===== src/hdl/qnpd_pkg.sv =====
// Shared types, constants and constellation tables for the QAM nearest point demapper.
// No dependencies; every other file of the block depends on this package.
package qnpd_pkg;

  // Default sample format.
  localparam int unsigned SAMPLE_WIDTH = 16;
  localparam int unsigned FRAC_BITS    = 8;

  // Upper bound on the number of points one search visits.
  localparam int unsigned MAX_POINTS = 64;

  // Width of a point index and of the symbol bits.
  localparam int unsigned IDX_W = 6;

  // Width of one constellation coordinate (odd integers from -7 to 7).
  localparam int unsigned COORD_W = 4;

  // Points per mode after the point limit is applied.
  localparam int unsigned PtsQpsk  = (MAX_POINTS < 4)  ? MAX_POINTS : 4;
  localparam int unsigned PtsQam16 = (MAX_POINTS < 16) ? MAX_POINTS : 16;
  localparam int unsigned PtsQam64 = (MAX_POINTS < 64) ? MAX_POINTS : 64;

  // Modulation order codes held in the configuration register.
  typedef enum logic [1:0] {
    MODE_QPSK  = 2'd0,
    MODE_QAM16 = 2'd1,
    MODE_QAM64 = 2'd2
  } order_mode_e;

  // Search controller states.
  typedef enum logic [1:0] {
    ST_IDLE,
    ST_SCAN,
    ST_DRAIN,
    ST_HOLD
  } ctrl_state_e;

  // Tag that travels with one point through the search pipeline.
  typedef struct packed {
    logic             valid;
    logic             last;
    logic [IDX_W-1:0] idx;
  } qnpd_tag_t;

  // Index of the last point searched in a mode.
  function automatic logic [IDX_W-1:0] last_index(order_mode_e mode);
    logic [IDX_W-1:0] res;
    unique case (mode)
      MODE_QPSK:  res = IDX_W'(PtsQpsk - 1);
      MODE_QAM16: res = IDX_W'(PtsQam16 - 1);
      MODE_QAM64: res = IDX_W'(PtsQam64 - 1);
      default:    res = IDX_W'(PtsQpsk - 1);
    endcase
    return res;
  endfunction

  // QPSK: bit 0 selects the real level, bit 1 the imaginary level.
  function automatic logic signed [COORD_W-1:0] qpsk_re(logic b);
    return b ? 4'sd1 : -4'sd1;
  endfunction

  function automatic logic signed [COORD_W-1:0] qpsk_im(logic b);
    return b ? -4'sd1 : 4'sd1;
  endfunction

  // 16-QAM: bits [3:2] give the real level, bits [1:0] the imaginary level.
  function automatic logic signed [COORD_W-1:0] qam16_re(logic [1:0] b);
    logic signed [COORD_W-1:0] res;
    unique case (b)
      2'd0:    res = -4'sd3;
      2'd1:    res = -4'sd1;
      2'd2:    res = 4'sd3;
      default: res = 4'sd1;
    endcase
    return res;
  endfunction

  function automatic logic signed [COORD_W-1:0] qam16_im(logic [1:0] b);
    logic signed [COORD_W-1:0] res;
    unique case (b)
      2'd0:    res = 4'sd3;
      2'd1:    res = 4'sd1;
      2'd2:    res = -4'sd3;
      default: res = -4'sd1;
    endcase
    return res;
  endfunction

  // 64-QAM: both axes use the same Gray level map on three index bits.
  function automatic logic signed [COORD_W-1:0] qam64_level(logic [2:0] b);
    logic signed [COORD_W-1:0] res;
    unique case (b)
      3'd0:    res = -4'sd7;
      3'd1:    res = -4'sd5;
      3'd2:    res = -4'sd1;
      3'd3:    res = -4'sd3;
      3'd4:    res = 4'sd7;
      3'd5:    res = 4'sd5;
      3'd6:    res = 4'sd1;
      default: res = 4'sd3;
    endcase
    return res;
  endfunction

endpackage


===== src/hdl/qnpd_if.sv =====
// Valid/ready channel interfaces for sample input, symbol output and configuration.
// Depends on qnpd_pkg for the index width.
interface qnpd_in_if #(
  parameter int unsigned SW = 16
);
  logic                 valid;
  logic                 ready;
  logic signed [SW-1:0] sample_i;
  logic signed [SW-1:0] sample_q;
  logic                 frame_end;

  modport source (output valid, sample_i, sample_q, frame_end, input ready);
  modport sink   (input valid, sample_i, sample_q, frame_end, output ready);
endinterface

interface qnpd_out_if;
  logic                         valid;
  logic                         ready;
  logic [qnpd_pkg::IDX_W-1:0]   symbol_bits;
  logic                         frame_end_out;

  modport source (output valid, symbol_bits, frame_end_out, input ready);
  modport sink   (input valid, symbol_bits, frame_end_out, output ready);
endinterface

interface qnpd_cfg_if;
  logic       valid;
  logic       ready;
  logic [1:0] order_mode;

  modport source (output valid, order_mode, input ready);
  modport sink   (input valid, order_mode, output ready);
endinterface


===== src/hdl/qam_nearest_point_demapper.sv =====
// Hard-decision Gray QAM demapper: nearest constellation point by squared distance.
// The output beat is offered once all N points have been compared, N = 4, 16
// or 64 points per mode; one point is compared per cycle through the point store.
// Samples: a new sample is taken only after the last one's result has loaded; a stalled
// output only holds the next result back once its search has finished.
// Reset: clears the mode to QPSK, the sequencer to idle and the output to empty.
module qam_nearest_point_demapper
  import qnpd_pkg::*;
#(
  parameter int unsigned SAMPLE_WIDTH = qnpd_pkg::SAMPLE_WIDTH,
  parameter int unsigned FRAC_BITS    = qnpd_pkg::FRAC_BITS,
  localparam int unsigned DW = ((SAMPLE_WIDTH > FRAC_BITS + 4) ?
                                SAMPLE_WIDTH : FRAC_BITS + 4) + 1
)(
  input logic          clk_i,
  input logic          rst_ni,
  qnpd_in_if.sink      in_i,
  qnpd_out_if.source   out_o,
  qnpd_cfg_if.sink     cfg_i
);

  order_mode_e               mode_q, mode_d;
  qnpd_tag_t                 issue, rom_tag, dist_tag;
  logic signed [COORD_W-1:0] re, im;
  logic signed [SAMPLE_WIDTH-1:0] si, sq;
  logic [2*DW-1:0]           a2, b2;

  // Mode register; a beat carrying the unused code leaves it unchanged.
  assign cfg_i.ready = 1'b1;

  always_comb begin
    mode_d = mode_q;
    if (cfg_i.valid) begin
      unique case (cfg_i.order_mode)
        MODE_QPSK, MODE_QAM16, MODE_QAM64: mode_d = order_mode_e'(cfg_i.order_mode);
        default:                           mode_d = mode_q;
      endcase
    end
  end

  always_ff @(posedge clk_i or negedge rst_ni) begin
    if (!rst_ni) begin
      mode_q <= MODE_QPSK;
    end else begin
      mode_q <= mode_d;
    end
  end

  // Sequencer, running minimum and output register.
  qnpd_ctrl #(
    .SW (SAMPLE_WIDTH),
    .FB (FRAC_BITS)
  ) u_ctrl (
    .clk_i   (clk_i),
    .rst_ni  (rst_ni),
    .in_i    (in_i),
    .out_o   (out_o),
    .mode_i  (mode_q),
    .issue_o (issue),
    .si_o    (si),
    .sq_o    (sq),
    .a2_i    (a2),
    .b2_i    (b2),
    .tag_i   (dist_tag)
  );

  // Constellation point store.
  qnpd_point_rom u_rom (
    .clk_i  (clk_i),
    .rst_ni (rst_ni),
    .mode_i (mode_q),
    .tag_i  (issue),
    .re_o   (re),
    .im_o   (im),
    .tag_o  (rom_tag)
  );

  // Squared distance stage.
  qnpd_dist #(
    .SW (SAMPLE_WIDTH),
    .FB (FRAC_BITS)
  ) u_dist (
    .clk_i  (clk_i),
    .rst_ni (rst_ni),
    .si_i   (si),
    .sq_i   (sq),
    .re_i   (re),
    .im_i   (im),
    .tag_i  (rom_tag),
    .a2_o   (a2),
    .b2_o   (b2),
    .tag_o  (dist_tag)
  );

endmodule


===== src/hdl/qnpd_point_rom.sv =====
// Constellation point store with a registered read port, addressed by mode and index.
// Depends on qnpd_pkg for the Gray level maps and the pipeline tag type.
module qnpd_point_rom
  import qnpd_pkg::*;
(
  input  logic                             clk_i,
  input  logic                             rst_ni,
  input  order_mode_e                      mode_i,
  input  qnpd_tag_t                        tag_i,
  output logic signed [COORD_W-1:0]        re_o,
  output logic signed [COORD_W-1:0]        im_o,
  output qnpd_tag_t                        tag_o
);

  logic signed [COORD_W-1:0] re_d, im_d;
  logic signed [COORD_W-1:0] re_q, im_q;
  qnpd_tag_t                 tag_q;

  // Table lookup for the addressed point.
  always_comb begin
    unique case (mode_i)
      MODE_QPSK: begin
        re_d = qpsk_re(tag_i.idx[0]);
        im_d = qpsk_im(tag_i.idx[1]);
      end
      MODE_QAM16: begin
        re_d = qam16_re(tag_i.idx[3:2]);
        im_d = qam16_im(tag_i.idx[1:0]);
      end
      MODE_QAM64: begin
        re_d = qam64_level(tag_i.idx[5:3]);
        im_d = qam64_level(tag_i.idx[2:0]);
      end
      default: begin
        re_d = qpsk_re(tag_i.idx[0]);
        im_d = qpsk_im(tag_i.idx[1]);
      end
    endcase
  end

  // Registered read data.
  always_ff @(posedge clk_i) begin
    re_q <= re_d;
    im_q <= im_d;
  end

  // The tag marks which read data is live.
  always_ff @(posedge clk_i or negedge rst_ni) begin
    if (!rst_ni) begin
      tag_q <= '0;
    end else begin
      tag_q <= tag_i;
    end
  end

  assign re_o  = re_q;
  assign im_o  = im_q;
  assign tag_o = tag_q;

endmodule


===== src/hdl/qnpd_dist.sv =====
// Squared axis distances between the held sample and one constellation point.
// Depends on qnpd_pkg; one multiplier per axis with a register behind each.
module qnpd_dist
  import qnpd_pkg::*;
#(
  parameter int unsigned SW = SAMPLE_WIDTH,
  parameter int unsigned FB = FRAC_BITS,
  localparam int unsigned DW = ((SW > FB + 4) ? SW : FB + 4) + 1
)(
  input  logic                      clk_i,
  input  logic                      rst_ni,
  input  logic signed [SW-1:0]      si_i,
  input  logic signed [SW-1:0]      sq_i,
  input  logic signed [COORD_W-1:0] re_i,
  input  logic signed [COORD_W-1:0] im_i,
  input  qnpd_tag_t                 tag_i,
  output logic [2*DW-1:0]           a2_o,
  output logic [2*DW-1:0]           b2_o,
  output qnpd_tag_t                 tag_o
);

  logic signed [DW-1:0] pre, pim, dre, dim;
  logic [DW-1:0]        are, aim;
  logic [2*DW-1:0]      a2_q, b2_q;
  qnpd_tag_t            tag_q;

  // Scale the point to the sample's fixed point and take absolute differences.
  always_comb begin
    pre = DW'(re_i) <<< FB;
    pim = DW'(im_i) <<< FB;
    dre = DW'(si_i) - pre;
    dim = DW'(sq_i) - pim;
    are = dre[DW-1] ? DW'(-dre) : DW'(dre);
    aim = dim[DW-1] ? DW'(-dim) : DW'(dim);
  end

  // Squares, registered before the sum.
  always_ff @(posedge clk_i) begin
    a2_q <= (2*DW)'(are) * (2*DW)'(are);
    b2_q <= (2*DW)'(aim) * (2*DW)'(aim);
  end

  always_ff @(posedge clk_i or negedge rst_ni) begin
    if (!rst_ni) begin
      tag_q <= '0;
    end else begin
      tag_q <= tag_i;
    end
  end

  assign a2_o  = a2_q;
  assign b2_o  = b2_q;
  assign tag_o = tag_q;

endmodule


===== src/hdl/qnpd_ctrl.sv =====
// Search sequencer: takes a sample, walks the point indexes, keeps the nearest point
// and holds the result in an output register. Depends on qnpd_pkg and qnpd_if.
module qnpd_ctrl
  import qnpd_pkg::*;
#(
  parameter int unsigned SW = SAMPLE_WIDTH,
  parameter int unsigned FB = FRAC_BITS,
  localparam int unsigned DW    = ((SW > FB + 4) ? SW : FB + 4) + 1,
  localparam int unsigned DistW = 2 * DW + 1
)(
  input  logic                 clk_i,
  input  logic                 rst_ni,
  qnpd_in_if.sink              in_i,
  qnpd_out_if.source           out_o,
  input  order_mode_e          mode_i,
  output qnpd_tag_t            issue_o,
  output logic signed [SW-1:0] si_o,
  output logic signed [SW-1:0] sq_o,
  input  logic [2*DW-1:0]      a2_i,
  input  logic [2*DW-1:0]      b2_i,
  input  qnpd_tag_t            tag_i
);

  ctrl_state_e          state_q, state_d;
  logic [IDX_W-1:0]     idx_q, idx_d;
  logic [IDX_W-1:0]     last_idx_q;
  logic signed [SW-1:0] si_q, sq_q;
  logic                 fe_q;
  logic [DistW-1:0]     best_dist_q, dist_sum;
  logic [IDX_W-1:0]     best_idx_q;
  logic                 out_valid_q;
  logic [IDX_W-1:0]     out_bits_q;
  logic                 out_fe_q;
  logic                 accept, load, at_last, take;

  assign accept  = in_i.valid && in_i.ready;
  assign at_last = (idx_q == last_idx_q);
  assign load    = (state_q == ST_HOLD) && (!out_valid_q || out_o.ready);

  // Next state and point issue.
  always_comb begin
    state_d       = state_q;
    idx_d         = idx_q;
    in_i.ready    = 1'b0;
    issue_o.valid = 1'b0;
    issue_o.last  = at_last;
    issue_o.idx   = idx_q;
    unique case (state_q)
      ST_IDLE: begin
        in_i.ready = 1'b1;
        idx_d      = '0;
        if (in_i.valid) begin
          state_d = ST_SCAN;
        end
      end
      ST_SCAN: begin
        issue_o.valid = 1'b1;
        idx_d         = idx_q + 1'b1;
        if (at_last) begin
          state_d = ST_DRAIN;
        end
      end
      ST_DRAIN: begin
        if (tag_i.valid && tag_i.last) begin
          state_d = ST_HOLD;
        end
      end
      ST_HOLD: begin
        if (load) begin
          state_d = ST_IDLE;
        end
      end
      default: state_d = ST_IDLE;
    endcase
  end

  // Control registers.
  always_ff @(posedge clk_i or negedge rst_ni) begin
    if (!rst_ni) begin
      state_q <= ST_IDLE;
      idx_q   <= '0;
    end else begin
      state_q <= state_d;
      idx_q   <= idx_d;
    end
  end

  // Sample and search limit, captured with the input beat.
  always_ff @(posedge clk_i) begin
    if (accept) begin
      si_q       <= in_i.sample_i;
      sq_q       <= in_i.sample_q;
      fe_q       <= in_i.frame_end;
      last_idx_q <= last_index(mode_i);
    end
  end

  assign si_o = si_q;
  assign sq_o = sq_q;

  // Distance sum and running minimum; the first point always seeds the minimum.
  assign dist_sum = DistW'(a2_i) + DistW'(b2_i);
  assign take     = tag_i.valid && ((tag_i.idx == '0) || (dist_sum < best_dist_q));

  always_ff @(posedge clk_i) begin
    if (take) begin
      best_dist_q <= dist_sum;
      best_idx_q  <= tag_i.idx;
    end
  end

  // Output register, free to hold a result while the next sample is searched.
  always_ff @(posedge clk_i or negedge rst_ni) begin
    if (!rst_ni) begin
      out_valid_q <= 1'b0;
    end else if (load) begin
      out_valid_q <= 1'b1;
    end else if (out_o.ready) begin
      out_valid_q <= 1'b0;
    end
  end

  always_ff @(posedge clk_i) begin
    if (load) begin
      out_bits_q <= best_idx_q;
      out_fe_q   <= fe_q;
    end
  end

  assign out_o.valid         = out_valid_q;
  assign out_o.symbol_bits   = out_bits_q;
  assign out_o.frame_end_out = out_fe_q;

endmodule

===== src/flat_wrapper.sv =====
// flat-port wrapper written by rule: the top's interface ports become plain ports
module qam_nearest_point_demapper_flat import qnpd_pkg::*;
#(
  parameter int unsigned SAMPLE_WIDTH = qnpd_pkg::SAMPLE_WIDTH,
  parameter int unsigned FRAC_BITS    = qnpd_pkg::FRAC_BITS,
  localparam int unsigned DW = ((SAMPLE_WIDTH > FRAC_BITS + 4) ?
                                SAMPLE_WIDTH : FRAC_BITS + 4) + 1
)
  (clk_i, rst_ni, in_i_valid, in_i_sample_i, in_i_sample_q, in_i_frame_end, in_i_ready, out_o_valid, out_o_symbol_bits, out_o_frame_end_out, out_o_ready, cfg_i_valid, cfg_i_order_mode, cfg_i_ready);
  qnpd_in_if in_i_i ();
  qnpd_out_if out_o_i ();
  qnpd_cfg_if cfg_i_i ();
  input logic clk_i;
  input logic rst_ni;
  input wire logic [$bits(in_i_i.valid)-1:0] in_i_valid;
  input wire logic [$bits(in_i_i.sample_i)-1:0] in_i_sample_i;
  input wire logic [$bits(in_i_i.sample_q)-1:0] in_i_sample_q;
  input wire logic [$bits(in_i_i.frame_end)-1:0] in_i_frame_end;
  output wire logic [$bits(in_i_i.ready)-1:0] in_i_ready;
  output wire logic [$bits(out_o_i.valid)-1:0] out_o_valid;
  output wire logic [$bits(out_o_i.symbol_bits)-1:0] out_o_symbol_bits;
  output wire logic [$bits(out_o_i.frame_end_out)-1:0] out_o_frame_end_out;
  input wire logic [$bits(out_o_i.ready)-1:0] out_o_ready;
  input wire logic [$bits(cfg_i_i.valid)-1:0] cfg_i_valid;
  input wire logic [$bits(cfg_i_i.order_mode)-1:0] cfg_i_order_mode;
  output wire logic [$bits(cfg_i_i.ready)-1:0] cfg_i_ready;
  assign in_i_i.valid = in_i_valid;
  assign in_i_i.sample_i = in_i_sample_i;
  assign in_i_i.sample_q = in_i_sample_q;
  assign in_i_i.frame_end = in_i_frame_end;
  assign in_i_ready = in_i_i.ready;
  assign out_o_valid = out_o_i.valid;
  assign out_o_symbol_bits = out_o_i.symbol_bits;
  assign out_o_frame_end_out = out_o_i.frame_end_out;
  assign out_o_i.ready = out_o_ready;
  assign cfg_i_i.valid = cfg_i_valid;
  assign cfg_i_i.order_mode = cfg_i_order_mode;
  assign cfg_i_ready = cfg_i_i.ready;
  qam_nearest_point_demapper #(.SAMPLE_WIDTH(SAMPLE_WIDTH), .FRAC_BITS(FRAC_BITS)) u_core (.clk_i(clk_i), .rst_ni(rst_ni), .in_i(in_i_i), .out_o(out_o_i), .cfg_i(cfg_i_i));
endmodule

===== config.mk =====
export PLATFORM = sky130hd
export DESIGN_NAME = qam_nearest_point_demapper_flat
export DESIGN_NICKNAME = d
export VERILOG_FILES = /design/src/hdl/qnpd_pkg.sv /design/src/hdl/qnpd_if.sv /design/src/hdl/qam_nearest_point_demapper.sv /design/src/hdl/qnpd_point_rom.sv /design/src/hdl/qnpd_dist.sv /design/src/hdl/qnpd_ctrl.sv /design/src/flat_wrapper.sv
export SDC_FILE = /design/constraint.sdc
export NUM_CORES = 1
export LEC_CHECK = 0
export BUFFER_PORTS_ARGS = -buffer_cell sky130_fd_sc_hd__clkbuf_2
export CORE_MARGIN = 2
export CORE_UTILIZATION = 55
export DETAILED_ROUTE_END_ITERATION = 12
export PLACE_DENSITY = 0.77
export SLEW_MARGIN = 30
export SYNTH_ARGS = -nofsm -noshare
export SYNTH_HDL_FRONTEND = slang
export SYNTH_HIERARCHICAL = 1
export SYNTH_SLANG_ARGS = --single-unit

===== constraint.sdc =====
create_clock -name clk_i -period 11.7 [get_ports clk_i]
set_input_delay 1.17 -clock clk_i [delete_from_list [all_inputs] [get_ports clk_i]]
set_output_delay 1.17 -clock clk_i [all_outputs]
set_load 0.03 [all_outputs]

==> out/results.txt, run 1 <==
The all-layer global routing usage is 0.2497, and the area growth from synthesis to final layout is 6.265%. The tools report the data required time of the worst path as 12.09 ns. Setup violations remaining at the end of the flow were counted as 0.

TritonCTS built the clock tree. After clock tree synthesis, the repair step resized 0 gates. Counting along the longest clock path gives a buffer depth of 2. Routed wirelength normalized by instance count: 16.72 um. The class of the tightest hold or removal check was flip-flop to flip-flop.

Synthesis instantiated 86 different standard cells from the library. The via count came out at 18730. For the final net count, the log shows 3520.

Once detail routing completed, the nets flagged for antenna violations numbered 0. The first detailed-routing pass ran for 5 iterations. Averaged over all synthesized cells, the footprint is 9.380 um^2. The number of sinks handled by clock tree synthesis came out at 182.

The cell sitting at the root of the clock tree is a clkbuf_16. Data on the critical path arrives at its endpoint at 10.61 ns. Setup repair after global routing left no endpoint under its margin. The run gives 0 as the final count of pins violating max slew.

The met3 demand-to-capacity share in global routing is 0.03409. The startpoint identified for the worst register-to-register timing path is u_core/u_ctrl/si_o[8]. Port buffering added 48 buffers. At the pin with the least slew margin, the transition time is 1.010 ns. On the critical path, the stage with the largest delay is an instance of a2111oi_1.

The first routing iteration left 1181 violations. The fraction of final layout cells with drive strength greater than 1 works out to 0.05077. On the worst path, the slowest cell contributes a delay of 0.64 ns.

The congestion estimate from routability-driven global placement came to 0.9579. The total I/O pin count was 50. The tools report the total global routing overflow as 0.

Prevailing post-synth register cell: edfxtp_1. The die is 219.5 um wide. Kind of start point of the critical path: a flip-flop. After clock tree synthesis, the clock-pin slew on the worst setup and hold paths is 0.08 ns.

The floorplan step defined a die boundary enclosing 48180 um^2. By count the netlist is led by 650 x inv_1, 385 x fa_1, 311 x ha_1. The worst hold path passes through 0 cells. The initialized floorplan defines 78 standard-cell rows. The number of global-route vias before repair is 20090, and the overall die height is 219.5 um.

The number of warnings printed during yosys synthesis was 6. The vias per cell is 5.512. The initial antenna violation count was 0; the final critical path time including I/O delays and setup was 10.22 ns. The area of the core was 45580 um^2. fa_1 takes more of the synthesized area than any other cell.

The endpoint kind of the worst setup timing path was a flip-flop. Yosys mapped a number of flops with a built-in enable equal to 83. Derived from the worst setup path, the maximum achievable clock frequency is 97.85 MHz. The tools report the global-route wire length before repair as 95400 um. The share of async-settable or async-resettable flops after synthesis was 0.1484.

For the worst-skew pair, the clock arrives at the later sink with an insertion delay of 0.45 ns. For the final database, setup skew stands at 0.02154 ns. The wire-length estimate of the detail-placed layout is 47640 um.

The maximum fanout along the worst path works out to 20. met2 is the most crowded layer. The count of inserted antenna diode cells came out at 0. The global-route met2 utilization was 0.4466.

The starting utilization of the core area is 0.5604. The maximum level of the CTS H-tree came out at 4. The register area share after synthesis came out at 0.1805. The tools report the launching element of the worst setup path as u_core/u_ctrl/si_o[8].

In this run the most critical hold path is launched from u_core/u_rom/tag_o[3]. The tools report the number of cells produced by synthesis as 2723. In this run the cell area of the synthesized design comes to 25540 um^2.

The flow ran to the end, and the final reports show no timing, DRC or antenna violations. The relative slew slack came out at 0.3242. The post-route fraction of the period consumed by the critical path was 0.8735; the total setup buffers inserted after CTS was 0. Critical path start-end classification: flip-flop to flip-flop. The path depth of the worst reg2reg path was 32; the number of buffers created by CTS was 17. Summed over all layers, the routed wires come to 56790 um. The logs give 0 for the post-cts hold buffer count and 0 ns for the final total negative setup slack. For the DRC violation count after routing, the log shows 0. Entering global routing, the biggest net connects 36 pins. For the number of hold-slack violations in the final timing report, the log shows 0. The portion of synthesized cell area occupied by the leading cell type is 0.3018. The tools report the met1 global-route usage as 0.3143. inv_1 is the most common cell in the netlist. The synthesized design contains 182 register bits. Sorting the synthesized cells by area gives the leading types as fa_1 30%, ha_1 15%, edfxtp_1 9.8%, inv_1 9.6%, dfxtp_1 5.6%. The tool flagged a number of max-cap violations equal to 0.
cell families (layout without fill, tap and decap cells):
family / Yosys count / in the layout / share of synthesized area
AND/OR/NAND/NOR: 605 / 605 / 0.1082
XOR/XNOR: 137 / 137 / 0.04757
adder cells (fa/ha/maj): 696 / 696 / 0.4541
flip-flops: 182 / 182 / 0.1805
AO/OA/AOI/OAI: 385 / 385 / 0.1015
buffers and inverters: 711 / 760 / 0.1063
multiplexers: 3 / 3 / 0.001225
other: 4 / 29 / 0.0005877
layer usage:
metal	up-vias	part of all wire
li1	8710	-
met1	9321	0.41
met2	583	0.51
met3	111	0.053
met4	0	0.026
met5	-	0
final cells by class:
| class | count | area [um^2] |
|---|---|---|
| timing repair buffer | 65 | 367.9 |
| inverter | 663 | 2490 |
| clock buffer | 18 | 439.2 |
| tap | 600 | 750.7 |
| multi-input combinational | 1855 | 18330 |
| clock inverter | 14 | 152.6 |
| fill | 3772 | 18430 |
| sequential | 182 | 4609 |
stage by stage:
stage               cells  hold WS (ns)  utilization  setup WS [ns]  cell area, um^2
floorplan            2748        0.3312            -          3.175            25640
global placement     3365        0.3332       0.5822          2.102            26530
detailed placement   3365        0.3373       0.5822          1.669            26530
CTS                  3397        0.3464       0.5952          1.613            27130
global route         3397        0.3490       0.5955         0.8591            27140
finish               3397        0.3478       0.5955          1.480            27140
path summary, 6_finish.rpt:
check	end	slack, ns
min in group asynchronous	u_core/u_ctrl/out_o.valid	0.74
worst min-delay path	u_core/u_dist/tag_o[3]	0.35
worst max register to register	u_core/u_dist/a2_o[31]	1.48
worst min register to register	u_core/u_dist/tag_o[3]	0.35
worst max-delay path	u_core/u_dist/a2_o[31]	1.48
max in group asynchronous	u_core/u_ctrl/idx_q[5]	10.51
critical path, delay by kind of cell, from the launching register on:
family / cells / cell delay [ns]
compound gates: 10 / 3.40
xor+xnor: 2 / 0.63
fa+ha+maj: 9 / 3.94
buf+inv: 8 / 0.93
flops: 1 / 0.36
simple gates: 3 / 0.88
registers in the layout, summed over array words and instances (netlist names), 2 cells and up:
name	count
u_core/u_dist/tag_o	8
u_core/mode_q	2
u_core/u_ctrl/last_idx_q	2
u_core/u_rom/tag_o	8
u_core/u_ctrl/si_o	16
u_core/u_ctrl/state_q	2
u_core/u_rom/im_o	3
u_core/u_ctrl/idx_q	6
u_core/u_dist/a2_o	33
u_core/u_rom/re_o	3
u_core/u_ctrl/sq_o	16
u_core/u_ctrl/best_idx_q	6
u_core/u_ctrl/best_dist_q	35
u_core/u_ctrl/out_o.symbol_bits	6
u_core/u_dist/b2_o	33
cells in the final DEF, fill, tap and decap left out, types with 11 or more instances in the layout:
cell type and instances:
o21a_1 21, a211oi_1 20, a21o_1 50, dfxtp_1 72
inv_1 650, or2_2 13, ha_1 311, nor2_1 187
nand2_1 214, clkbuf_16 17, fa_1 385, nand4_1 21
a31oi_1 13, edfxtp_1 83, o21ai_0 65, nor3_1 24
xnor2_1 84, and3_1 13, nand2b_1 28, xor2_1 49
nor2b_1 19, clkbuf_2 48, conb_1 29, or3_1 11
o21bai_1 13, nand3_1 35, buf_4 17, o31ai_1 11
a21oi_1 102, dfrtp_1 27, o211ai_1 13
Power of run 1 is not shown: default switching activity piles up to over one toggle a cycle in this logic, so the estimate is an artifact.
==> run 2: changes to the inputs <==
Settings changed: CAP_MARGIN set to 20, CORE_UTILIZATION 55 to 53, GPL_TIMING_DRIVEN set to 0, PLACE_DENSITY 0.77 to 0.75.
==> run 2 against run 1 <==
  * Routed wire length increased by 0.55%
  * Largest cell class unchanged
  * Via count grew 0.38%
  * Clock-buffer cell count unchanged
==> out/results.txt, run 2 (synthesis results as in run 1) <==
The run finished with clean final reports. The family with the most delay on the worst path is adder cells. The worst register-to-register path has a setup slack of 0.74 ns. The library cells used most frequently in the layout, excluding fill and tap cells, are 650 x inv_1, 385 x fa_1, 311 x ha_1. The floorplan step defined a die boundary enclosing 49960 um^2. Among all stages on the critical path, the largest delay is contributed by a2111oi_1. The final core utilization is 0.5752, and the total setup buffers inserted after CTS is 0. The library cell used most frequently in the layout, excluding fill and tap cells, is inv_1.

The data required time of the worst path is 12.03 ns. The congestion estimate from routability-driven global placement came to 0.9606. In the final design database the tool counted 3555 nets.

The tools report the worst flop-to-flop path startpoint as u_core/u_ctrl/si_o[8]. The DRC violation count after routing was 0. The cell sitting at the root of the clock tree is a clkbuf_16.

More flip-flops sit in one register than any other, and that register is u_core/u_ctrl/best_dist_q. The repair_antennas step left the layout with diodes totalling 0. The width of the die was 223.5 um.

Setup repair after global routing left no endpoint under its margin. The logs give 0 for the total global routing overflow and 50 for the total I/O pin count. During placement, the flow inserted port buffers numbering 48.

Flip-flop count of the largest register after layout: 35. Data on the critical path arrives at its endpoint at 11.28 ns. The number of hold-slack violations in the final timing report came out at 0. The tools report the number of global-route vias before repair as 20400. For the final routed database, the setup TNS stands at 0 ns.

Endpoint kind of the worst setup timing path: a flip-flop. By startpoint and endpoint, the worst setup path is classified as flip-flop to flip-flop. The number of buffers and inverters on the critical path is 9. The routed wirelength normalized by instance count works out to 16.56 um. The kind of start point of the critical path is a flip-flop. The final count of pins violating max slew is 0, and the maximum clock frequency is 91.26 MHz. On the worst path, the slowest cell contributes a delay of 0.89 ns. Setup violations remaining at the end of the flow were counted as 0. For this block, the routed nets add up to 57100 um of wire. The tools report the global-route wire length before repair as 95650 um.

The initial antenna violation count was 0; the area of the core was 47650 um^2. The worst hold path belongs to the class flip-flop to flip-flop. In this run, post-CTS hold repair placed 0 buffers. The logs give 0.5361 for the starting utilization of the core area and 0.46 ns for the clock network latency to the later pin of the worst-skew pair. The number of cells on the worst reg-to-reg path is 33. TritonCTS built the clock tree. In this run the most critical hold path is launched from u_core/u_rom/tag_o[0]. For the count of maximum capacitance violations, the log shows 0.

Detailed placement finished with a half-perimeter wire length of 47650 um. No sink is reached through more buffers than the 2 on the longest clock path. The transition time at the pin with the least slew margin came out at 1.041 ns.

After clock tree synthesis, the clock-pin slew on the worst setup and hold paths is 0.08 ns. The terminus of the critical flop-to-flop path was u_core/u_dist/a2_o[33]. The logs give 1070 for the detailed router's first-iteration violation count and 4 for the maximum level of the CTS H-tree.

TritonCTS created 17 clock buffers. Dividing the detail-routed via count by the number of cells gives 5.453. The logs give 5 for the number of iterations in the first detailed-routing pass and 0 for the remaining number of nets flagged by the antenna check after routing.

Entering global routing, the biggest net connects 28 pins. The tools report the end point of the most critical hold path as u_core/u_dist/tag_o[0]. Detailed routing inserted a total of 18800 vias. The all-layer global routing usage is 0.2406. Final critical path time including I/O delays and setup: 10.96 ns. The overall die height was 223.5 um; the number of placement rows was 80.

The maximum fanout along the worst path works out to 10. The number of cells on the worst hold path was 0; the post-route fraction of the period consumed by the critical path was 0.9365. The fraction of final layout cells with drive strength greater than 1 was 0.05297. Relative slew slack: 0.3038. From synthesis to final layout, the design area changed by 7.304%.

For the worst setup skew after layout, the log shows 0.01547 ns. Counting every sink on the clock net gives 182. The count of instances resized after the clock tree is built is 0.
## run 2: cell types whose count changed in the layout (fill, tap and decap cells not counted), sizes merged
cell,before,now
buf,17,23
bufinv,0,1
clkbuf,66,95
inv,663,662
## run 2: how the worst max path moves through the flow
stage,from,cells after the start,endpoint,slack (ns)
after detailed placement,u_core/u_ctrl/si_o[8],33,u_core/u_dist/a2_o[33],1.12
after global placement,u_core/u_ctrl/si_o[8],33,u_core/u_dist/a2_o[33],1.25
after global routing,u_core/u_ctrl/si_o[8],33,u_core/u_dist/a2_o[33],0.18
after CTS,u_core/u_ctrl/si_o[8],33,u_core/u_dist/a2_o[33],1.03
after floorplan,u_core/u_ctrl/si_o[8],33,u_core/u_dist/a2_o[33],3.17
final,u_core/u_ctrl/si_o[8],33,u_core/u_dist/a2_o[33],0.74
## run 2: area by class of cell
| cell class | count | area (um^2) |
|---|---|---|
| Clock inverter | 14 | 201.4 |
| Fill cell | 4076 | 20240 |
| Buffer | 48 | 226.5 |
| Inverter | 663 | 2490 |
| Clock buffer | 18 | 429.2 |
| Timing Repair Buffer | 52 | 305.3 |
| Multi-Input combinational cell | 1855 | 18380 |
| Tap cell | 615 | 769.5 |
| Sequential cell | 182 | 4609 |
## run 2: metrics by stage
step                      cell area (um^2)  cells  hold WS [ns]  setup slack (ns)
after floorplan                      25640   2748        0.3312             3.175
after global placement               26650   3411        0.3331             1.253
after detailed placement             26740   3415        0.3347             1.119
after CTS                            27370   3447        0.3537             1.034
after global routing                 27410   3447        0.3620            0.1766
final                                27410   3447        0.3524            0.7427
## run 2: metal layers
layer / vias to the layer above / global-route usage / routed length, um
li1: 8796 / - / -
met1: 9315 / 0.2917 / 22870
met2: 544 / 0.4298 / 29000
met3: 141 / 0.04438 / 3529
met4: 0 / 0.08215 / 1689
met5: - / 0 / 0
Power of run 2 is left out for the same reason.
